## src/rtl/wht_pkg.sv

```systemverilog
// Shared types and constants for the water heater thermostat.
// Holds the mode encoding, button codes, reset values and the state structs.
// No dependencies.
package wht_pkg;

  typedef enum logic [1:0] {
    MODE_OFF     = 2'd0,
    MODE_NORMAL  = 2'd1,
    MODE_SETTING = 2'd2
  } mode_t;

  localparam logic [1:0] BTN_JUST_PRESSED  = 2'd1;
  localparam logic [1:0] BTN_JUST_RELEASED = 2'd3;

  localparam logic [2:0] REG_PRESET_TEMP      = 3'd0;
  localparam logic [2:0] REG_SP_FLOOR         = 3'd1;
  localparam logic [2:0] REG_SP_CEILING       = 3'd2;
  localparam logic [2:0] REG_SP_DELTA         = 3'd3;
  localparam logic [2:0] REG_BAND             = 3'd4;
  localparam logic [2:0] REG_LEAVE_PERIODS    = 3'd5;
  localparam logic [2:0] REG_TICKS_PER_PERIOD = 3'd6;

  localparam logic [7:0]  RST_PRESET_TEMP      = 8'd60;
  localparam logic [7:0]  RST_SP_FLOOR         = 8'd35;
  localparam logic [7:0]  RST_SP_CEILING       = 8'd75;
  localparam logic [7:0]  RST_SP_DELTA         = 8'd5;
  localparam logic [7:0]  RST_BAND             = 8'd5;
  localparam logic [15:0] RST_LEAVE_PERIODS    = 16'd250;
  localparam logic [7:0]  RST_TICKS_PER_PERIOD = 8'd4;

  typedef struct packed {
    logic [7:0]  sp_floor;
    logic [7:0]  sp_ceiling;
    logic [7:0]  sp_delta;
    logic [7:0]  band;
    logic [15:0] leave_periods;
    logic [7:0]  ticks_per_period;
  } cfg_t;

  typedef struct packed {
    mode_t       mode;
    logic [7:0]  setpoint;
    logic [7:0]  tick_count;
    logic [15:0] idle_count;
    logic        heater;
    logic        cooler;
  } state_t;

  typedef struct packed {
    logic [7:0] sensed_temp;
    logic [1:0] onoff_button;
    logic [1:0] up_button;
    logic [1:0] down_button;
  } item_t;

endpackage

```

## src/rtl/wht_step.sv

```systemverilog
// Combinational control step: tick divider, thermostat and setpoint editing.
// Maps the current state and one tick item to the next state.
// Depends on wht_pkg.
module wht_step import wht_pkg::*; (
  input  cfg_t   cfg,
  input  state_t cur,
  input  item_t  item,
  output state_t nxt,
  output logic   step_ran
);

  logic [7:0]  tick_inc;
  logic [7:0]  low_temp;
  logic [8:0]  high_temp;
  logic [8:0]  up_sum;
  logic [7:0]  down_diff;
  logic [15:0] idle_inc;
  logic        onoff_press;
  logic        up_press;
  logic        down_press;

  assign tick_inc    = cur.tick_count + 8'd1;
  assign low_temp    = (cur.setpoint > cfg.band) ? cur.setpoint - cfg.band : 8'd0;
  assign high_temp   = {1'b0, cur.setpoint} + {1'b0, cfg.band};
  assign up_sum      = {1'b0, cur.setpoint} + {1'b0, cfg.sp_delta};
  assign down_diff   = cur.setpoint - cfg.sp_delta;
  assign idle_inc    = cur.idle_count + 16'd1;
  assign onoff_press = (item.onoff_button == BTN_JUST_PRESSED);
  assign up_press    = (item.up_button == BTN_JUST_PRESSED);
  assign down_press  = (item.down_button == BTN_JUST_PRESSED);

  always_comb begin
    nxt            = cur;
    nxt.tick_count = tick_inc;
    step_ran       = 1'b0;
    if (tick_inc >= cfg.ticks_per_period) begin
      nxt.tick_count = 8'd0;
      step_ran       = 1'b1;
      unique case (cur.mode)
        MODE_NORMAL: begin
          // A running drive stops only at an exact setpoint match.
          if (!cur.heater && !cur.cooler) begin
            if (item.sensed_temp <= low_temp) begin
              nxt.heater = 1'b1;
            end else if ({1'b0, item.sensed_temp} >= high_temp) begin
              nxt.cooler = 1'b1;
            end
          end else if (cur.heater && item.sensed_temp == cur.setpoint) begin
            nxt.heater = 1'b0;
          end else if (cur.cooler && item.sensed_temp == cur.setpoint) begin
            nxt.cooler = 1'b0;
          end
          if (onoff_press) begin
            nxt.mode = MODE_OFF;
          end else if (item.down_button == BTN_JUST_RELEASED ||
                       item.up_button == BTN_JUST_RELEASED) begin
            nxt.mode = MODE_SETTING;
          end
        end
        MODE_SETTING: begin
          if (up_press) begin
            nxt.idle_count = 16'd0;
            nxt.setpoint   = (up_sum > {1'b0, cfg.sp_ceiling}) ? cfg.sp_ceiling : up_sum[7:0];
          end else if (down_press) begin
            nxt.idle_count = 16'd0;
            if (cur.setpoint < cfg.sp_delta || down_diff < cfg.sp_floor) begin
              nxt.setpoint = cfg.sp_floor;
            end else begin
              nxt.setpoint = down_diff;
            end
          end else begin
            nxt.idle_count = idle_inc;
            if (idle_inc >= cfg.leave_periods) begin
              nxt.idle_count = 16'd0;
              nxt.mode       = MODE_NORMAL;
            end
          end
          if (onoff_press) begin
            nxt.mode = MODE_OFF;
          end
        end
        default: begin
          nxt.mode   = onoff_press ? MODE_NORMAL : MODE_OFF;
          nxt.heater = 1'b0;
          nxt.cooler = 1'b0;
        end
      endcase
    end
  end

endmodule

```

## src/rtl/water_heater_thermostat.sv

```systemverilog
// Top level of the water heater thermostat: stream ports, configuration
// registers, state registers and the two-register pipeline.
// Depends on wht_pkg and wht_step.
//
// Usage: each transaction on the s_ side is one timer tick carrying the
// averaged temperature and the three button states. Every accepted tick
// produces exactly one transaction on the m_ side with the heater and cooler
// drives, the mode and setpoint after the tick, and a flag telling whether a
// control step ran on it.
// A tick passes through the input register and then the result register, where
// m_tvalid rises; one tick is taken per cycle while the receiver does not stall.
// An input register feeds combinational compare and add logic that
// updates the state and loads the result register in the same edge.
// When the receiver stalls, the result register holds and the input register
// fills; s_tready then drops until m_tready returns, and nothing is lost.
// The configuration channel is always ready; a write to the preset register
// also loads the setpoint. Writes are expected only while no tick is in
// flight. Reset (rst, synchronous) restores the configuration and state
// registers to defaults, clears the pipeline and enters off mode, setpoint 60.
module water_heater_thermostat import wht_pkg::*; (
  input  logic        clk,
  input  logic        rst,
  input  logic        s_tvalid,
  output logic        s_tready,
  // [7:0] sensed_temp, [9:8] onoff_button, [11:10] up_button,
  // [13:12] down_button, [15:14] zero
  input  logic [15:0] s_tdata,
  output logic        m_tvalid,
  input  logic        m_tready,
  // [0] heater_drive, [1] cooler_drive, [3:2] mode, [11:4] setpoint,
  // [12] step_ran, [15:13] zero
  output logic [15:0] m_tdata,
  input  logic        cfg_valid,
  output logic        cfg_ready,
  input  logic [2:0]  cfg_index,
  input  logic [15:0] cfg_data
);

  cfg_t   cfg;
  state_t state;
  state_t state_next;
  item_t  in_item;
  logic   in_valid;
  logic   step_ran;
  logic   advance;
  logic   cfg_write;

  assign advance   = in_valid && (!m_tvalid || m_tready);
  assign s_tready  = !in_valid || advance;
  assign cfg_ready = 1'b1;
  assign cfg_write = cfg_valid && cfg_ready;

  wht_step u_step (
    .cfg      (cfg),
    .cur      (state),
    .item     (in_item),
    .nxt      (state_next),
    .step_ran (step_ran)
  );

  // Input register.
  always_ff @(posedge clk) begin
    if (rst) begin
      in_valid <= 1'b0;
    end else if (s_tready) begin
      in_valid <= s_tvalid;
    end
  end

  always_ff @(posedge clk) begin
    if (s_tvalid && s_tready) begin
      in_item.sensed_temp  <= s_tdata[7:0];
      in_item.onoff_button <= s_tdata[9:8];
      in_item.up_button    <= s_tdata[11:10];
      in_item.down_button  <= s_tdata[13:12];
    end
  end

  // Result register.
  always_ff @(posedge clk) begin
    if (rst) begin
      m_tvalid <= 1'b0;
    end else if (advance) begin
      m_tvalid <= 1'b1;
    end else if (m_tready) begin
      m_tvalid <= 1'b0;
    end
  end

  always_ff @(posedge clk) begin
    if (advance) begin
      m_tdata <= {3'd0, step_ran, state_next.setpoint, state_next.mode,
                  state_next.cooler, state_next.heater};
    end
  end

  // Thermostat state.
  always_ff @(posedge clk) begin
    if (rst) begin
      state.mode       <= MODE_OFF;
      state.setpoint   <= RST_PRESET_TEMP;
      state.tick_count <= 8'd0;
      state.idle_count <= 16'd0;
      state.heater     <= 1'b0;
      state.cooler     <= 1'b0;
    end else if (cfg_write && cfg_index == REG_PRESET_TEMP) begin
      state.setpoint <= cfg_data[7:0];
    end else if (advance) begin
      state <= state_next;
    end
  end

  // Configuration registers; the preset value lives only in the setpoint.
  always_ff @(posedge clk) begin
    if (rst) begin
      cfg.sp_floor         <= RST_SP_FLOOR;
      cfg.sp_ceiling       <= RST_SP_CEILING;
      cfg.sp_delta         <= RST_SP_DELTA;
      cfg.band             <= RST_BAND;
      cfg.leave_periods    <= RST_LEAVE_PERIODS;
      cfg.ticks_per_period <= RST_TICKS_PER_PERIOD;
    end else if (cfg_write) begin
      unique case (cfg_index)
        REG_SP_FLOOR:         cfg.sp_floor         <= cfg_data[7:0];
        REG_SP_CEILING:       cfg.sp_ceiling       <= cfg_data[7:0];
        REG_SP_DELTA:         cfg.sp_delta         <= cfg_data[7:0];
        REG_BAND:             cfg.band             <= cfg_data[7:0];
        REG_LEAVE_PERIODS:    cfg.leave_periods    <= cfg_data;
        REG_TICKS_PER_PERIOD: cfg.ticks_per_period <= cfg_data[7:0];
        default: ;
      endcase
    end
  end

endmodule
```

## config.mk

```make
export PLATFORM = sky130hd
export DESIGN_NAME = water_heater_thermostat
export DESIGN_NICKNAME = d
export VERILOG_FILES = /design/src/rtl/wht_pkg.sv /design/src/rtl/wht_step.sv /design/src/rtl/water_heater_thermostat.sv
export SDC_FILE = /design/constraint.sdc
export NUM_CORES = 1
export LEC_CHECK = 0
export BUFFER_PORTS_ARGS = -buffer_cell sky130_fd_sc_hd__buf_2
export CAP_MARGIN = 20
export CELL_PAD_IN_SITES_DETAIL_PLACEMENT = 1
export CELL_PAD_IN_SITES_GLOBAL_PLACEMENT = 1
export CORE_ASPECT_RATIO = 0.8
export CORE_MARGIN = 5
export CORE_UTILIZATION = 45
export DETAILED_ROUTE_END_ITERATION = 12
export PLACE_DENSITY = 0.85
export SYNTH_ARGS = -nofsm -noshare
export SYNTH_HDL_FRONTEND = slang
export SYNTH_SLANG_ARGS = --single-unit
```

## constraint.sdc

```tcl
create_clock -name clk -period 6.6 [get_ports clk]
set_input_delay 0.99 -clock clk [delete_from_list [all_inputs] [get_ports clk]]
set_output_delay 0.99 -clock clk [all_outputs]
set_load 0.02 [all_outputs]
```

Word-level counts from Yosys, hierarchy flattened
Index checks and enable logic that the tools add are counted.
{"block": "op_classes", "n_shift": 0, "n_eq_ne": 14, "addsub": 6, "div": 0, "n_mux": 32, "n_mul": 0, "order_cmp": 8, "n_bitwise": 1, "n_reduce_logical": 25}
{"op": "$mux W16", "count": 4}
{"op": "$mux W8", "count": 7}
{"op": "$mux W36", "count": 1}
{"op": "$mux W34", "count": 1}
{"op": "$add A8 B8 Y9", "count": 2}
{"op": "$add A16 B1 Y16 const B", "count": 1}
{"op": "$ge A16 B16 Y1", "count": 1}
{"op": "$lt A8 B8 Y1", "count": 2}
{"op": "$sub A8 B8 Y8", "count": 2}
{"op": "$mux W2", "count": 7}
{"op": "$reduce_and A2 Y1", "count": 7}
{"op": "$mux W1", "count": 10}
{"op": "$eq A3 B3 Y1 const B", "count": 3}
{"op": "$ge A8 B9 Y1", "count": 1}
{"op": "$gt A9 B8 Y1", "count": 1}
{"op": "$add A8 B1 Y8 const B", "count": 1}
{"op": "$eq A2 B1 Y1 const B", "count": 4}
{"op": "$eq A8 B8 Y1", "count": 1}
{"op": "$ge A8 B8 Y1", "count": 1}
{"op": "$gt A8 B8 Y1", "count": 1}
{"op": "$le A8 B8 Y1", "count": 1}
{"op": "$pmux W2 S2", "count": 2}
{"op": "$eq A2 B2 Y1 const B", "count": 3}
{"op": "$eq A3 B2 Y1 const B", "count": 2}
{"op": "8 further kinds", "count": 20}
{"block": "word_totals", "ff_bits": 121, "rom_bits": 0, "ram_bits": 0, "output_inout_bits": 19, "inputBits": 40, "mem_count": 0, "latch_bits": 0}

Logic depth before layout (Yosys ltp)
{"block": "depth", "ltp_word": 10, "depth_mapped": 18, "mapped_depth_nobuf": 18}

Hierarchy
Synthesis repeated with hierarchy kept, for this count alone.
{"block": "hier_totals", "cells_unflattened": 1024, "area_unflattened_um2": 8420.6}
{"module": "water_heater_thermostat", "cells_per_inst": 468, "n_inst": 1, "area_each_um2": 4456.8}
{"module": "wht_step", "cells_per_inst": 556, "n_inst": 1, "area_each_um2": 3963.8}

Least setup slack after synthesis
No wires, ideal clock.
{"block": "synth_path", "path_type": "register to register", "start": "register state[27] in the netlist's numbering", "end": "register state[0] in the netlist's numbering", "path_slack_ps": 2987, "arrival_time_ps": 3526, "required_time_ps": 6513, "path_stages_with_launch": 18, "path_cell_list": "dfxtp_1 inv_1 fa_1 nor2b_1 o21ai_0 a21oi_1 o21a_1 o21ai_0 a21oi_1 nand2b_1 ha_1 nor2b_1 o21ai_0 nand2b_1 a21oi_1 o31a_1 o41a_1 o31ai_1"}
{"block": "synth_via", "elab_chain_cells": 7, "elab_cells_between_ends": 16, "classes_between": "2 x add/sub; 3 x order compare; 1 x eq/ne; 8 x mux; 2 x reduce/logical"}
{"item": "start: declaration", "line_no": "water_heater_thermostat.sv:40", "text": "state_t state;"}
{"item": "start signal: assignment", "line_no": "water_heater_thermostat.sv:109", "text": "state <= state_next;"}
{"item": "$add A8 B8 Y9, or another cell as far along", "line_no": "wht_step.sv:24", "text": "assign high_temp = {1'b0, cur.setpoint} + {1'b0, cfg.band};"}
{"item": "$ge A8 B9 Y1, or another cell as far along", "line_no": "wht_step.sv:45", "text": "end else if ({1'b0, item.sensed_temp} >= high_temp) begin"}
{"item": "$mux W1, or another cell as far along", "line_no": "wht_step.sv:45"}
{"item": "$mux W1 (on tied branches)", "line_no": "wht_step.sv:43, wht_step.sv:48"}
{"item": "$mux W2 *", "line_no": "wht_step.sv:42", "text": "if (!cur.heater && !cur.cooler) begin"}
{"item": "$pmux W2 S2 *", "line_no": "wht_step.sv:39", "text": "unique case (cur.mode)"}
{"item": "$mux W36 *", "line_no": "wht_step.sv:36", "text": "if (tick_inc >= cfg.ticks_per_period) begin"}
Mark *: on every way between the ends. The rest lies on a longest branch, timed or not.
A chain may end at the register's enable or synchronous reset.

==> results.ini <==
[outcome]
status = complete, no violations

[grt]
grt_usage_pct = 24.7
grt_pass1_vias = 7628
overflow = 0
antenna_found_initial = 0
grt_pass1_wl_mm = 40.8
grt_max_degree = 75

[setup_path]
reg2regPathDepth = 14
worstPathMaxFanout = 11
crit_start = state[27]$_SDFFE_PP0P_
cp-start-kind = flop
r2r_start = state[27]$_SDFFE_PP0P_
worstPathRequired_ns = 6.87
reg2reg_to = m_tdata[1]$_DFFE_PP_
end_kind = flop
critical_path_class = reg -> reg
rrSetupSlack_ns = 2.13
crit_arrival_ns = 4.74

[detailed_routing]
first_pass_iters = 5
route.met3.wl_mm = 1.69
wl_met2_mm = 11.3
viasPerCell = 5.82
num_vias = 7349
highest_layer = met4
wl_per_cell_um = 20.0
routed_wl_mm = 25.3
drt-met1-wl_mm = 11.7
remaining_drc_errors = 0
ant_nets = 0
drt_iter0_drc = 363

[power]
leakagePower_nw = 3.71
ir_drop_mv = 0.145
fin_total_pwr_w = 0.00216
powerDensity_mw_per_mm2 = 236

[final_layout]
drive_gt1_share_pct = 10.3
n_fill_cell = 2177
syn_to_final_growth_pct = 12.5
layout_common_cells = nand2_1 (145), a21oi_1 (94), dfxtp_1 (94)
final_area_mm2 = 0.00917
nets = 1154
final_cell_count_no_fill = 1262
diodes = 0
final_common_cell = nand2_1

[timing]
clock.fmax_mhz = 224
slew_viol_final = 0
finClkSkew_ns = 0.00794
rsz0062_at_grt = no
max_slew.worst_pin.slew_ns = 1.07
period_needed_ns = 4.47
final_hold_viol_count = 0
setup_ws_ns = 2.13
fin_crit_sh_pct = 67.7
maxSlewHeadroom_pct = 28.5
setup_viol_count_final = 0
setup_tns_ns = 0

[place]
io_buffer_count = 52
placed_area_mm2 = 0.00858
hpwl_mm = 18.4
place_congestion = 0.862
dp_cells = 1230
place_ws_ns = 2.19

[clock_network]
cts-root-buf = clkbuf_16
ctsHoldBuffers = 0
clkSinkCount = 121
post_cts_resize_count = 0
cts_buffer_depth = 2
htree_num_levels = 4
clkTransAtPathRegs_ns = 0.06
cts_buffers = 17
post_cts_buffers = 0
cts_tree = done
clock_latency_ns = 0.43

[yosys]
synth_edf_count = 27
ys_async_sr_fraction_pct = 0
ys_seq_elements = 121
synthFlopType = dfxtp_1
synth_seq_area_share_pct = 33.0
syn_area_per_cell_um2 = 8.36
synth.distinct_cells = 72
synth_warnings = 0
syn_inst = 975
syn-cell-area_mm2 = 0.00815

[hold_path]
min_from = cfg[18]$_SDFFE_PP0P_
hold_path_depth = 2
whs_endpoint = cfg[18]$_SDFFE_PP0P_
holdCritPathClass = reg -> reg

[die]
dieArea_mm2 = 0.0209
fp.dieW_um = 160
core_mm2 = 0.0179
die_y_um = 130
ios = 59
rows = 44
initial_utilization_pct = 45.4

[flow_run]
maxCapViolCount = 0

state kept, by name, summed over array words and instances (netlist names):
| signal | count |
|---|---|
| cfg | 56 |
| m_tvalid | 1 |
| state | 36 |
| in_item | 14 |
| m_tdata | 13 |
| in_valid | 1 |
worst max path at each step:
stage / end / slack [ns]
after CTS: m_tdata[1]$_DFFE_PP_ / 2.17
after floorplan: state[0]$_SDFFE_PP0P_ / 2.99
after global routing: m_tdata[1]$_DFFE_PP_ / 1.75
final: m_tdata[1]$_DFFE_PP_ / 2.13
after global placement: m_tdata[1]$_DFFE_PP_ / 2.32
after detailed placement: m_tdata[1]$_DFFE_PP_ / 2.19
per-stage QoR:
stage | hold WS [ns] | util, %
6_report | 0.452 | 51.1
5_1_grt | 0.468 | 51.1
4_1_cts | 0.455 | 51.1
3_5_place_dp | 0.447 | 47.8
3_3_place_gp | 0.446 | 47.8
2_1_floorplan | 0.436 | -
layer usage:
metal,GRT usage [%],up-vias
met5,0,-
met4,8.24,0
met3,5.02,44
met2,39.8,232
met1,33.5,3555
li1,-,3518
layout make-up:
class | count | area (um^2) | area share, %
inverter | 86 | 323 | 3.52
clock inverter | 13 | 153 | 1.67
tap | 230 | 288 | 3.14
clock buffer | 19 | 433 | 4.72
sequential | 121 | 2690 | 29.4
timing repair buffer | 57 | 298 | 3.25
multi-input combinational | 736 | 4980 | 54.3
critical path, stage by stage (launching register included):
cell and delay [ns]:
dfxtp_1 0.77, inv_1 0.14, fa_1 0.45, nor2b_1 0.13, o21ai_0 0.12, a21oi_1 0.22, o21a_1 0.16, o21ai_0 0.09
a21oi_1 0.46, o21ai_0 0.23, ha_1 0.35, nand4_1 0.16, o31a_1 0.39, o41a_1 0.46, o21ai_0 0.18
cell families after synthesis:
group                      share of synthesized area (%)
and+or+nand+nor                                     19.3
AOI/OAI and AO/OA                                   19.5
DFF                                                 33.0
buffers and inverters                               6.02
adders and majority gates                           15.0
xor gates and xnor gates                            5.05
muxes                                               2.01
other                                             0.0921
Yosys cell counts, types with 6 or more instances:
cell type / count / area share [%]
clkbuf_1: 22 / 1.0
o21a_1: 7 / 0.64
nor3_1: 15 / 0.92
a21oi_1: 94 / 5.8
nor2_1: 45 / 2.1
ha_1: 91 / 14
nand4_1: 10 / 0.77
dfxtp_1: 94 / 23
a21o_1: 13 / 1.2
mux2i_1: 13 / 1.6
o22ai_1: 9 / 0.69
nand3b_1: 6 / 0.55
and3_1: 8 / 0.61
nand3_1: 39 / 2.4
nor2b_1: 16 / 1.2
edfxtp_1: 27 / 9.9
o211ai_1: 20 / 1.8
nand2_1: 145 / 6.7
inv_1: 84 / 3.9
nand2b_1: 20 / 1.5
xnor2_1: 25 / 2.7
xor2_1: 22 / 2.4
a31oi_1: 7 / 0.54
o21ai_0: 39 / 2.4
where the power goes:
group / switching, W / total [W] / internal [W]
Clock: 0.000365 / 0.000955 / 0.000590
Sequential: 0.0000237 / 0.000804 / 0.000780
Combinational: 0.000245 / 0.000402 / 0.000157
No activity file was read; power rests on OpenSTA's default activity.
